===== config.mk =====
export PLATFORM = sky130hd
export DESIGN_NAME = antialiased_line_rasterizer
export DESIGN_NICKNAME = d
export VERILOG_FILES = /design/src/design/aalr_pkg.sv /design/src/design/antialiased_line_rasterizer.sv /design/src/design/aalr_div.sv /design/src/design/aalr_dpath.sv /design/src/design/aalr_ctrl.sv
export SDC_FILE = /design/constraint.sdc
export NUM_CORES = 1
export LEC_CHECK = 0
export BUFFER_PORTS_ARGS = -buffer_cell sky130_fd_sc_hd__buf_2
export CAP_MARGIN = 0
export CORE_UTILIZATION = 65
export DETAILED_ROUTE_END_ITERATION = 16
export HOLD_SLACK_MARGIN = 0.03
export PLACE_DENSITY = 0.94
export SETUP_SLACK_MARGIN = 0.4
export SYNTH_ARGS = -nofsm -noshare
export SYNTH_HDL_FRONTEND = slang
export SYNTH_SLANG_ARGS = --single-unit

===== constraint.sdc =====
create_clock -name clock -period 10.1 [get_ports clock]
set_input_delay 0.505 -clock clock [delete_from_list [all_inputs] [get_ports clock]]
set_output_delay 0.505 -clock clock [all_outputs]
set_load 0.02 [all_outputs]

===== src/design/aalr_pkg.sv =====
// ----------------------------------------------------------------------------
// aalr_pkg
// Shared types and constants of the antialiased line rasterizer: payload
// structs, command codes, controller states and controller/datapath links.
// ----------------------------------------------------------------------------
`default_nettype none

package aalr_pkg;

   localparam int COORD_BITS    = 12;
   localparam int IMAX_BITS     = 8;
   localparam int FRAC_BITS_DEF = 8;

   localparam logic [IMAX_BITS-1:0] IMAX_RESET = 8'd255;

   // item command codes
   localparam logic CMD_START = 1'b0;
   localparam logic CMD_STEP  = 1'b1;

   typedef struct packed {
      logic                  cmd;
      logic [COORD_BITS-1:0] x_start;
      logic [COORD_BITS-1:0] y_start;
      logic [COORD_BITS-1:0] x_end;
      logic [COORD_BITS-1:0] y_end;
   } req_type;

   typedef struct packed {
      logic [COORD_BITS-1:0] pixel_x;
      logic [COORD_BITS-1:0] pixel_y;
      logic [IMAX_BITS-1:0]  intensity;
      logic                  last_pixel;
      logic                  reached_end;
   } rsp_type;

   typedef enum logic [1:0] {
      DIR_HOLD,
      DIR_INC,
      DIR_DEC
   } dir_type;

   typedef enum logic [2:0] {
      ST_IDLE,
      ST_MUL,
      ST_DSTART,
      ST_DIV,
      ST_LINE
   } ctrl_state_type;

   typedef struct packed {
      logic load;        // latch endpoints, deltas and initial error
      logic mul;         // register imax * minor delta
      logic div_go;      // launch the slope division
      logic slope_load;  // take the quotient as slope
      logic step;        // emit one pixel and advance
   } dp_cmd_type;

   typedef struct packed {
      logic div_done;    // quotient valid this cycle
      logic last;        // next pixel is the final one
   } dp_status_type;

endpackage

`default_nettype wire


===== src/design/antialiased_line_rasterizer.sv =====
// ----------------------------------------------------------------------------
// antialiased_line_rasterizer
// Bresenham-style line walker with coverage intensity per pixel.
// ----------------------------------------------------------------------------
// A start item (cmd 0) loads two endpoints and produces no result; the block
// then computes the slope imax*minor/major delta with a bit-serial divider,
// one quotient bit per cycle, and stalls the input through the product,
// division launch and divide states. Each step item (cmd 1) after that
// yields one pixel item; the last of max(dx,dy)+1 pixels carries last_pixel,
// full imax intensity, and reached_end when it lies on the end point. A step
// item while no line is active is consumed without a result, and a start
// item abandons any active line.
// Results sit in an output register, so a step is accepted while the previous
// pixel waits as long as that pixel is taken in the same cycle. The imax
// register is written through the csr port, which is always ready; write it
// only while the block is idle.
// ----------------------------------------------------------------------------
`default_nettype none

module antialiased_line_rasterizer
   import aalr_pkg::*;
#(
   parameter int FRAC_BITS = FRAC_BITS_DEF
) (
   input  logic                 clock,
   input  logic                 reset,
   // input items
   input  logic                 req_valid,
   output logic                 req_stall,
   input  req_type              req_data,
   // result items
   output logic                 rsp_valid,
   input  logic                 rsp_stall,
   output rsp_type              rsp_data,
   // imax register write
   input  logic                 csr_valid,
   output logic                 csr_ready,
   input  logic [IMAX_BITS-1:0] csr_data
);

   logic [IMAX_BITS-1:0] imax_ff;
   dp_cmd_type           cmd;
   dp_status_type        status;

   // imax register: written whenever the csr item arrives
   assign csr_ready = 1'b1;

   always_ff @(posedge clock) begin
      if (reset) begin
         imax_ff <= IMAX_RESET;
      end else if (csr_valid && csr_ready) begin
         imax_ff <= csr_data;
      end
   end

   // sequencing of setup and pixel steps
   aalr_ctrl u_ctrl (
      .clock     (clock),
      .reset     (reset),
      .req_valid (req_valid),
      .req_cmd   (req_data.cmd),
      .req_stall (req_stall),
      .rsp_valid (rsp_valid),
      .rsp_stall (rsp_stall),
      .status    (status),
      .cmd       (cmd)
   );

   // deltas, slope division, error walk and result register
   aalr_dpath #(
      .FRAC_BITS (FRAC_BITS)
   ) u_dpath (
      .clock    (clock),
      .reset    (reset),
      .cmd      (cmd),
      .status   (status),
      .req_data (req_data),
      .imax     (imax_ff),
      .rsp_data (rsp_data)
   );

endmodule

`default_nettype wire


===== src/design/aalr_div.sv =====
// ----------------------------------------------------------------------------
// aalr_div
// Restoring divider, one quotient bit per cycle. The caller guarantees the
// quotient fits QUO_BITS, so the top DIV_BITS numerator bits seed the
// remainder directly.
// ----------------------------------------------------------------------------
`default_nettype none

module aalr_div #(
   parameter int DIV_BITS = 12,
   parameter int QUO_BITS = 16
) (
   input  logic                         clock,
   input  logic                         reset,
   input  logic                         start,
   input  logic [DIV_BITS+QUO_BITS-1:0] numer,
   input  logic [DIV_BITS-1:0]          divisor,
   output logic [QUO_BITS-1:0]          quotient,
   output logic                         done
);

   localparam int CNT_BITS = $clog2(QUO_BITS + 1);

   logic [CNT_BITS-1:0] cnt_ff, cnt_in;
   logic [DIV_BITS-1:0] rem_ff, rem_in;
   logic [QUO_BITS-1:0] sh_ff, sh_in;
   logic                done_ff, done_in;
   logic [DIV_BITS:0]   trial;
   logic [DIV_BITS:0]   diff;
   logic                fits;

   assign trial = {rem_ff, sh_ff[QUO_BITS-1]};
   assign fits  = trial >= {1'b0, divisor};
   assign diff  = trial - {1'b0, divisor};

   always_comb begin
      cnt_in  = cnt_ff;
      rem_in  = rem_ff;
      sh_in   = sh_ff;
      done_in = 1'b0;
      if (start) begin
         cnt_in = CNT_BITS'(QUO_BITS);
         rem_in = numer[DIV_BITS+QUO_BITS-1:QUO_BITS];
         sh_in  = numer[QUO_BITS-1:0];
      end else if (cnt_ff != '0) begin
         cnt_in  = cnt_ff - 1'b1;
         rem_in  = fits ? diff[DIV_BITS-1:0] : trial[DIV_BITS-1:0];
         sh_in   = {sh_ff[QUO_BITS-2:0], fits};
         done_in = (cnt_ff == CNT_BITS'(1));
      end
   end

   always_ff @(posedge clock) begin
      if (reset) begin
         cnt_ff  <= '0;
         done_ff <= 1'b0;
      end else begin
         cnt_ff  <= cnt_in;
         done_ff <= done_in;
      end
      rem_ff <= rem_in;
      sh_ff  <= sh_in;
   end

   assign quotient = sh_ff;
   assign done     = done_ff;

endmodule

`default_nettype wire


===== src/design/aalr_dpath.sv =====
// ----------------------------------------------------------------------------
// aalr_dpath
// Line datapath: delta setup, slope product and division, error
// accumulator, position stepping and the result register.
// ----------------------------------------------------------------------------
`default_nettype none

module aalr_dpath
   import aalr_pkg::*;
#(
   parameter int FRAC_BITS = FRAC_BITS_DEF
) (
   input  logic                 clock,
   input  logic                 reset,
   input  dp_cmd_type           cmd,
   output dp_status_type        status,
   input  req_type              req_data,
   input  logic [IMAX_BITS-1:0] imax,
   output rsp_type              rsp_data
);

   localparam int CW  = COORD_BITS;
   localparam int QW  = IMAX_BITS + FRAC_BITS;      // slope width
   localparam int EW  = QW + 1;                     // error width
   localparam int PW  = IMAX_BITS + CW;             // product width
   localparam int LW  = EW - FRAC_BITS;             // integer part of error

   function automatic logic [CW-1:0] move_coord(input logic [CW-1:0] c, input dir_type d);
      logic [CW-1:0] r;
      case (d)
         DIR_INC: r = c + 1'b1;
         DIR_DEC: r = c - 1'b1;
         default: r = c;
      endcase
      return r;
   endfunction

   // line state
   logic [CW-1:0]        cur_x_ff, cur_x_in, cur_y_ff, cur_y_in;
   logic [CW-1:0]        goal_x_ff, goal_y_ff;
   logic [EW-1:0]        err_ff, err_in;
   logic [QW-1:0]        slope_ff, back_ff;
   logic [CW:0]          left_ff, left_in;
   dir_type              dir_x_ff, dir_y_ff;
   logic                 steep_ff;
   logic [CW-1:0]        dmaj_ff, dmin_ff;
   logic [IMAX_BITS-1:0] imax_lat_ff;
   logic [PW-1:0]        prod_ff;
   rsp_type              rsp_ff, rsp_in;

   // setup logic
   logic [CW-1:0]        dx, dy;
   logic                 steep;
   dir_type              dir_x, dir_y;
   logic [QW-1:0]        quot, slope_new, full;
   logic                 div_done;

   // step logic
   logic [LW-1:0]        level;
   logic                 minor_step;
   logic                 last;

   always_comb begin
      dx    = (req_data.x_end >= req_data.x_start) ? req_data.x_end - req_data.x_start
                                                   : req_data.x_start - req_data.x_end;
      dy    = (req_data.y_end >= req_data.y_start) ? req_data.y_end - req_data.y_start
                                                   : req_data.y_start - req_data.y_end;
      steep = dy > dx;
      if (req_data.x_end > req_data.x_start)      dir_x = DIR_INC;
      else if (req_data.x_end < req_data.x_start) dir_x = DIR_DEC;
      else                                        dir_x = DIR_HOLD;
      if (req_data.y_end > req_data.y_start)      dir_y = DIR_INC;
      else if (req_data.y_end < req_data.y_start) dir_y = DIR_DEC;
      else                                        dir_y = DIR_HOLD;
   end

   aalr_div #(
      .DIV_BITS (CW),
      .QUO_BITS (QW)
   ) u_div (
      .clock    (clock),
      .reset    (reset),
      .start    (cmd.div_go),
      .numer    ({prod_ff, {FRAC_BITS{1'b0}}}),
      .divisor  (dmaj_ff),
      .quotient (quot),
      .done     (div_done)
   );

   assign full      = {imax_lat_ff, {FRAC_BITS{1'b0}}};
   assign slope_new = (dmaj_ff == '0) ? '0 : quot;
   assign last      = (left_ff[CW:1] == '0);

   always_comb begin
      level      = err_ff[EW-1:FRAC_BITS];
      minor_step = err_ff > {1'b0, back_ff};
      cur_x_in   = cur_x_ff;
      cur_y_in   = cur_y_ff;
      err_in     = err_ff;
      left_in    = left_ff;
      rsp_in     = rsp_ff;
      if (cmd.load) begin
         cur_x_in = req_data.x_start;
         cur_y_in = req_data.y_start;
         err_in   = EW'({imax, {(FRAC_BITS-1){1'b0}}});
         left_in  = {1'b0, (steep ? dy : dx)} + 1'b1;
      end else if (cmd.step) begin
         rsp_in.pixel_x = cur_x_ff;
         rsp_in.pixel_y = cur_y_ff;
         if (last) begin
            rsp_in.intensity   = imax;
            rsp_in.last_pixel  = 1'b1;
            rsp_in.reached_end = (cur_x_ff == goal_x_ff) && (cur_y_ff == goal_y_ff);
            left_in            = '0;
         end else begin
            rsp_in.intensity   = (level > LW'(imax)) ? imax : level[IMAX_BITS-1:0];
            rsp_in.last_pixel  = 1'b0;
            rsp_in.reached_end = 1'b0;
            left_in            = left_ff - 1'b1;
            // minor axis first, then the major axis always advances
            if (minor_step) begin
               err_in = err_ff - {1'b0, back_ff};
               if (steep_ff) cur_x_in = move_coord(cur_x_ff, dir_x_ff);
               else          cur_y_in = move_coord(cur_y_ff, dir_y_ff);
            end else begin
               err_in = err_ff + {1'b0, slope_ff};
            end
            if (steep_ff) cur_y_in = move_coord(cur_y_in, dir_y_ff);
            else          cur_x_in = move_coord(cur_x_in, dir_x_ff);
         end
      end
   end

   always_ff @(posedge clock) begin
      cur_x_ff <= cur_x_in;
      cur_y_ff <= cur_y_in;
      err_ff   <= err_in;
      left_ff  <= left_in;
      rsp_ff   <= rsp_in;
      if (cmd.load) begin
         goal_x_ff   <= req_data.x_end;
         goal_y_ff   <= req_data.y_end;
         dir_x_ff    <= dir_x;
         dir_y_ff    <= dir_y;
         steep_ff    <= steep;
         dmaj_ff     <= steep ? dy : dx;
         dmin_ff     <= steep ? dx : dy;
         imax_lat_ff <= imax;
      end
      if (cmd.mul) begin
         prod_ff <= PW'(imax_lat_ff) * PW'(dmin_ff);
      end
      if (cmd.slope_load) begin
         slope_ff <= slope_new;
         back_ff  <= full - slope_new;
      end
   end

   assign status.div_done = div_done;
   assign status.last     = last;
   assign rsp_data        = rsp_ff;

endmodule

`default_nettype wire


===== src/design/aalr_ctrl.sv =====
// ----------------------------------------------------------------------------
// aalr_ctrl
// Controller: sequences line setup (product, division) and pixel steps,
// and owns the input stall and the result valid flag.
// ----------------------------------------------------------------------------
`default_nettype none

module aalr_ctrl
   import aalr_pkg::*;
(
   input  logic          clock,
   input  logic          reset,
   input  logic          req_valid,
   input  logic          req_cmd,
   output logic          req_stall,
   output logic          rsp_valid,
   input  logic          rsp_stall,
   input  dp_status_type status,
   output dp_cmd_type    cmd
);

   ctrl_state_type state_ff, state_in;
   logic           rsp_valid_ff, rsp_valid_in;
   logic           calc;
   logic           take;

   assign calc      = (state_ff == ST_MUL) || (state_ff == ST_DSTART) || (state_ff == ST_DIV);
   assign req_stall = calc || (rsp_valid_ff && rsp_stall);
   assign take      = req_valid && !req_stall;

   // next state
   always_comb begin
      state_in = state_ff;
      case (state_ff)
         ST_IDLE: begin
            if (take && req_cmd == CMD_START) state_in = ST_MUL;
         end
         ST_MUL:    state_in = ST_DSTART;
         ST_DSTART: state_in = ST_DIV;
         ST_DIV: begin
            if (status.div_done) state_in = ST_LINE;
         end
         ST_LINE: begin
            if (take && req_cmd == CMD_START)                    state_in = ST_MUL;
            else if (take && req_cmd == CMD_STEP && status.last) state_in = ST_IDLE;
         end
         default: state_in = ST_IDLE;
      endcase
   end

   // outputs
   always_comb begin
      cmd            = '0;
      cmd.load       = take && (req_cmd == CMD_START);
      cmd.mul        = (state_ff == ST_MUL);
      cmd.div_go     = (state_ff == ST_DSTART);
      cmd.slope_load = (state_ff == ST_DIV) && status.div_done;
      cmd.step       = take && (req_cmd == CMD_STEP) && (state_ff == ST_LINE);
      rsp_valid_in   = cmd.step || (rsp_valid_ff && rsp_stall);
   end

   always_ff @(posedge clock) begin
      if (reset) begin
         state_ff     <= ST_IDLE;
         rsp_valid_ff <= 1'b0;
      end else begin
         state_ff     <= state_in;
         rsp_valid_ff <= rsp_valid_in;
      end
   end

   assign rsp_valid = rsp_valid_ff;

   a_done_in_div: assert property (@(posedge clock) disable iff (reset)
      status.div_done |-> state_ff == ST_DIV)
      else $error("divider finished outside the divide state");

   a_dstart_to_div: assert property (@(posedge clock) disable iff (reset)
      state_ff == ST_DSTART |=> state_ff == ST_DIV)
      else $error("division launch not followed by divide state");

   a_step_gives_item: assert property (@(posedge clock) disable iff (reset)
      cmd.step |=> rsp_valid_ff)
      else $error("pixel step produced no result item");

   a_line_stays: assert property (@(posedge clock) disable iff (reset)
      cmd.step && !status.last |=> state_ff == ST_LINE)
      else $error("line dropped before its final pixel");

endmodule

`default_nettype wire

# Word-level counts from Yosys, hierarchy flattened
# Cells that the tools add are included.
# op_classes
addsub	19
mul	1
n_div	0
order_cmp	10
n_eq_ne	15
shifts	0
muxes	50
bitwise_logic	4
n_reduce_logical	25
# ops
operator	n
12-bit two-way mux	25
12-bit one-hot mux with 2 select lines	4
12-bit subtractor	5
12-bit by 1-bit adder with 12-bit output, second input constant	4
16-bit two-way mux	3
12-bit by 1-bit subtractor with 12-bit output, second input constant	4
15-bit two-way mux	3
13-bit two-way mux	3
12-bit greater-than comparator	3
12-bit equality test	2
12-bit greater-or-equal comparator	2
12-bit zero test	2
12-bit < comparator	2
8-bit by 12-bit multiplier with 20-bit output	1
17-bit by 16-bit adder with 17-bit output	1
17-bit by 16-bit greater-than comparator with 1-bit output	1
17-bit two-way mux	1
17-bit by 16-bit subtractor with 17-bit output	1
16-bit subtractor	1
3-bit one-hot mux with 5 select lines	1
12-bit by 1-bit adder with 13-bit output, second input constant	1
13-bit by 12-bit greater-or-equal comparator with 1-bit output	1
13-bit by 1-bit subtractor with 13-bit output, second input constant	1
3-bit two-way mux	4
26 further kinds	48
# word_totals
regBits	247
latchBits	0
ram_bits	0
rom_bits	0
input_bits	62
output_inout_bits	37
elab_cells	154
n_memories	0

# Longest topological paths before layout
# depth
word_depth	16
depth_mapped	28
depth_no_buf	25

# Modules after synthesis
# Synthesis repeated with hierarchy kept, for this count alone.
# hier_totals
cells_unflattened	2158
hier_area_um2	20721.1
# by_module_without_submodules
module	n_inst	cells_each	area_per_inst_um2	seq_area_each_um2
aalr_dpath	1	1885	17956.0	5915.7
aalr_div	1	217	2205.9	960.9
antialiased_line_rasterizer	1	28	314.1	160.2
aalr_ctrl	1	28	245.2	80.1

# Worst setup path after synthesis
# OpenSTA, ideal clock, no wires.
# synth_timing
path_kind	in2reg
start	input port req_data[0] (netlist name)
end	register u_dpath.left_ff[10], data pin
setup_ps	268
arrival_time_ps	5938
t_required_ps	9832
setup_slack_ps	3894
cell_stages	28
path_buffers	3
cell_sequence	inv_1 > ha_1 > inv_1 > fa_1 > a21o_1 > a211oi_1 > o221a_2 > buf_2 > o21ai_0 > o311ai_0 > a21boi_0 > or3_1 > and2_1 > ha_1 > a21o_1 > a21o_1 > a21oi_1 > nand2_1 > o21ai_1 > clkinv_1 > buf_2 > buf_1 > mux2i_1 > ha_1 > nand2_1 > or3_4 > xor2_1 > o22ai_2
# synth_between
elab_chain_len	6
elab_cells_between_ends	8
cone_classes	add/sub (3); order compare (2); mux (3)
# synth_lines
element	line_no	text
start, declared	antialiased_line_rasterizer.sv:30	input req_type req_data,
12-bit subtractor (tied with other cells)	aalr_dpath.sv:67	: req_data.y_start - req_data.y_end;
12-bit two-way mux (*)	aalr_dpath.sv:66	dy = (req_data.y_end >= req_data.y_start) ? req_data.y_end - req_data.y_start
12-bit greater-than comparator (*)	aalr_dpath.sv:68	steep = dy > dx;
named net u_dpath.steep	aalr_dpath.sv:53	logic steep;
12-bit two-way mux (*)	aalr_dpath.sv:106	left_in = {1'b0, (steep ? dy : dx)} + 1'b1;
12-bit by 1-bit adder with 13-bit output (*)	aalr_dpath.sv:106	
13-bit two-way mux (*)	aalr_dpath.sv:102	if (cmd.load) begin
named net u_dpath.left_in[10]	aalr_dpath.sv:43	logic [CW:0] left_ff, left_in;
end signal, assigned	aalr_dpath.sv:138	left_ff <= left_in;
end, declared	aalr_dpath.sv:43	
# Mark *: on every way through the listed nets, which the timed path passes. The rest lies on a longest branch.
# A chain may end at the register's enable or synchronous reset.

# Worst setup path in the final report
# layout_timing
start	input port req_data[0] (netlist name)
end	register u_dpath.left_ff[11], data pin
# layout_between
elab_chain_len	6
elab_cells_between_ends	8
cone_classes	add/sub (3); order compare (2); mux (3)
# layout_lines
element	line_no
12-bit subtractor (tied with other cells)	aalr_dpath.sv:67
12-bit two-way mux (*)	aalr_dpath.sv:66
12-bit greater-than comparator	aalr_dpath.sv:68
12-bit two-way mux (*)	aalr_dpath.sv:106
12-bit by 1-bit adder with 13-bit output (*)	aalr_dpath.sv:106
13-bit two-way mux (*)	aalr_dpath.sv:102
named net u_dpath.left_in[11]	aalr_dpath.sv:43
# Marks and branches as above.

==> reports/summary.txt <==
Achievable Freq: 148.3 MHz
FFs w/ async S/R, synth: 0%
All-layer global routing usage: 32.25%
Synth warn: 0
CTS max path bufs: 3
Layout area overhead: 8.887%
Leak: 9.863 nW
CTS Buf Count: 28
Clock sink count: 246
Max IR drop VDD: 0.2729 mV
IO Port Bufs: 97
Post-CTS setup buffer count: 0
Clock slew at reported path FFs: 0.07 ns
Worst setup EP type: flop
CP max FO: 27
Sw frac: 40.96%
P per Cell Area: 257.5 nW/um2
Clock share of power: 18.8%
Max-cap violations: 0
Post-synth EDFFs: 211
Multi-input gate area: 12100 um2
Largest net degree at the start of global routing: 69
Layout Utilization: 72.08%
Max H-tree Level: 1
Core ar.: 30670 um2
Vias/cell: 6.359
Die Ht: 178.7 um
#FFs+latches synth: 246
Worst-Margin Slew: 1.055 ns
Net Sw Power: 2.331 mW
Routed len/inst: 19.42 um
Crit start category: input pin
Final Critical Period: 6.743 ns
Total wire length: 51710 um
Status: finished clean
Critical Path AT: 7.02 ns
CP required: 10.38 ns
Worst hold path class: in -> reg
GR Overflow Total: 0
Hold buffer count at cts: 0
Total number of vias: 16930
Syn Area/Cell: 9.377 um2
First-pass GRT wire length: 81840 um
Initial antenna violation count: 1
Seq pwr share: 28.6%
Post-synthesis cell type count: 84
Initial DRC count: 1990
I/O pin cnt: 99
Fillcell total: 2120
Cell area after synthesis: 20300 um2
Nets: 2581
Commonest cells after routing, fill and taps aside: inv_1, edfxtp_1, nand2_1, ha_1, a21oi_1
Routed Antenna Nets: 0
CTS tree: built
Combinational share of power: 52.6%
Placed Cells: 2609
# DRC: 0
RSZ-0062 raised after global routing: no
DRT Pass-1 Iters: 6
Slew Viols, Final: 0
Final Cycle Share: 66.76%
Cell Count, Final, Fillers Out: 2663
Chip Width: 178.7 um
Vias in the first global route: 16370
Share of cells above drive strength 1: 9.227%
Clock Root Buffer: clkbuf_16
Post-Syn Nets: 2503
CTS resizes: 0
Sequential standard cell area: 7037 um2
Die area: 31940 um2
Seq/Total Area, Yosys: 34.66%
GP Congestion: 0.9582
Final setup vio count: 0
Relative slew slack: 29.69%
Initial Utilization: 66.20%
Most common cell after layout, fill and taps aside: inv_1
CP Class: in -> reg
Worst clock skew: 0.03468 ns
Clk_lat worst skew: 0.57 ns
Cells after synthesis: 2165
Total negative slack: 0 ns
Cell Rows: 64
Top FF cell, synth: edfxtp_1
Final HPWL DP: 38570 um
Final hold violation count: 0
Internal power: 3.360 mW
worst paths after layout:
check,start,to,slack [ns],depth (start not counted)
worst max-delay path,req_data[0],u_dpath.left_ff[11],3.36,26
worst min-delay path,req_data[14],u_dpath.goal_x_ff[2],0.14,1
worst max register to register,u_dpath.imax_lat_ff[4],u_dpath.prod_ff[19],4.16,18
worst min register to register,u_dpath.err_ff[6],u_dpath.err_ff[6],0.49,2
critical path: stages:
cell and delay (ns):
buf_2 0.11, inv_1 0.06, ha_1 0.16, inv_1 0.07, fa_1 0.44, a21o_1 0.19, a211oi_1 0.43, o221a_2 0.48
o21ai_0 0.18, o311ai_0 0.14, a21boi_0 0.21, or3_1 0.41, and2_1 0.19, ha_1 0.30, a21o_1 0.18, a21o_1 0.17
a21oi_1 0.18, nand2_1 0.11, o21ai_1 0.15, buf_4 0.28, clkinv_1 0.63, o31ai_2 0.58, nand4bb_1 0.21, nor4b_1 0.40
xor2_1 0.18, o22ai_1 0.09
per-layer routing:
metal / track usage (%) / part of all wire [%] / vias to the layer above / wire length (um)
li1: - / - / 7779 / -
met1: 42.75 / 39 / 8044 / 20400
met2: 53.71 / 48 / 944 / 24860
met3: 3.817 / 8.9 / 165 / 4592
met4: 13.14 / 3.6 / 2 / 1842
met5: 0 / 0.029 / - / 15
power by group through the flow:
stage | sequential (mW) | combinational (mW) | clock (mW)
after global routing | 1.64 | 3.34 | 1.11
final | 1.63 | 2.99 | 1.07
after floorplan | 1.56 | 2.32 | 0
after detailed placement | 1.64 | 2.93 | 0
after CTS | 1.62 | 2.96 | 1.07
after global placement | 1.63 | 2.75 | 0
registers in the layout, summed over array words and instances, names as in the netlist:
name and flops:
u_dpath.slope_ff 15, u_dpath.err_ff 17, u_dpath.u_div.done 1, u_dpath.dmin_ff 12
u_dpath.left_ff 13, u_dpath.cur_x_ff 12, u_dpath.dir_y_ff 2, u_dpath.back_ff 16
u_dpath.u_div.rem_ff 12, u_ctrl.state_ff 3, imax_ff 8, u_dpath.u_div.cnt_ff 5
u_dpath.goal_y_ff 12, u_dpath.steep_ff 1, u_dpath.imax_lat_ff 8, u_dpath.dir_x_ff 2
u_dpath.cur_y_ff 12, u_ctrl.rsp_valid 1, u_dpath.rsp_data 34, u_dpath.goal_x_ff 12
u_dpath.u_div.quotient 16, u_dpath.prod_ff 20, u_dpath.dmaj_ff 12
Yosys cell counts, types with 4 or more instances:
master,count,share of area (%)
xnor2_1,90,3.9
nand2_1,207,3.8
a21oi_1,136,3.4
nor4_1,18,0.55
a2111oi_0,7,0.30
nand4_1,25,0.77
xor2_1,55,2.4
nor3b_1,7,0.26
and2_1,66,2.0
o211ai_1,23,0.85
dfxtp_1,35,3.5
nor2b_1,25,0.77
nor2_1,134,2.5
a211o_1,13,0.56
o22ai_1,15,0.46
a31oi_1,21,0.65
o21ai_0,118,2.9
a211oi_1,13,0.48
a21o_1,41,1.5
edfxtp_1,211,31
or3_1,18,0.55
nand2b_1,19,0.59
nor3_1,40,0.99
nor4b_1,4,0.17
o31a_1,4,0.17
or2_2,15,0.46
o21a_1,20,0.74
mux2_2,16,0.89
a21boi_0,16,0.59
clkbuf_1,52,0.96
o31ai_1,8,0.30
ha_1,205,13
mux2i_1,36,1.8
fa_1,71,7.0
nand3_1,40,0.99
a22oi_1,5,0.18
o21bai_1,13,0.48
inv_1,243,4.5
or4_1,4,0.15
and3_1,15,0.46
area by class of cell:
| cell class | count | share of cell area, % |
|---|---|---|
| Antenna cell | 2 | 0.02264 |
| Clock buffer | 33 | 3.487 |
| Clock inverter | 19 | 0.8886 |
| Inverter | 245 | 4.166 |
| Multi-Input combinational cell | 1612 | 54.73 |
| Sequential cell | 246 | 31.83 |
| Tap cell | 396 | 2.241 |
| Timing Repair Buffer | 110 | 2.638 |
cell families after synthesis:
| group | Yosys count | share of synthesized area, % |
|---|---|---|
| simple gates | 652 | 15.72 |
| compound gates | 485 | 15.19 |
| buf+inv | 307 | 5.793 |
| fa+ha+maj | 276 | 19.64 |
| flops | 246 | 34.66 |
| xor+xnor | 145 | 6.255 |
| mux | 53 | 2.736 |
| other cells | 1 | 0.01847 |
per-stage QoR:
step	worst slack (ns)	power [mW]	area, um2	hold slack, ns
after floorplan	3.894	3.880	20300	0.4246
after global placement	3.084	4.377	21130	0.4675
after detailed placement	2.922	4.563	21130	0.4791
after CTS	3.479	5.653	22100	0.1319
after global routing	2.865	6.088	22100	0.1350
final	3.357	5.691	22110	0.1375
No activity file was read; power rests on OpenSTA's default activity.
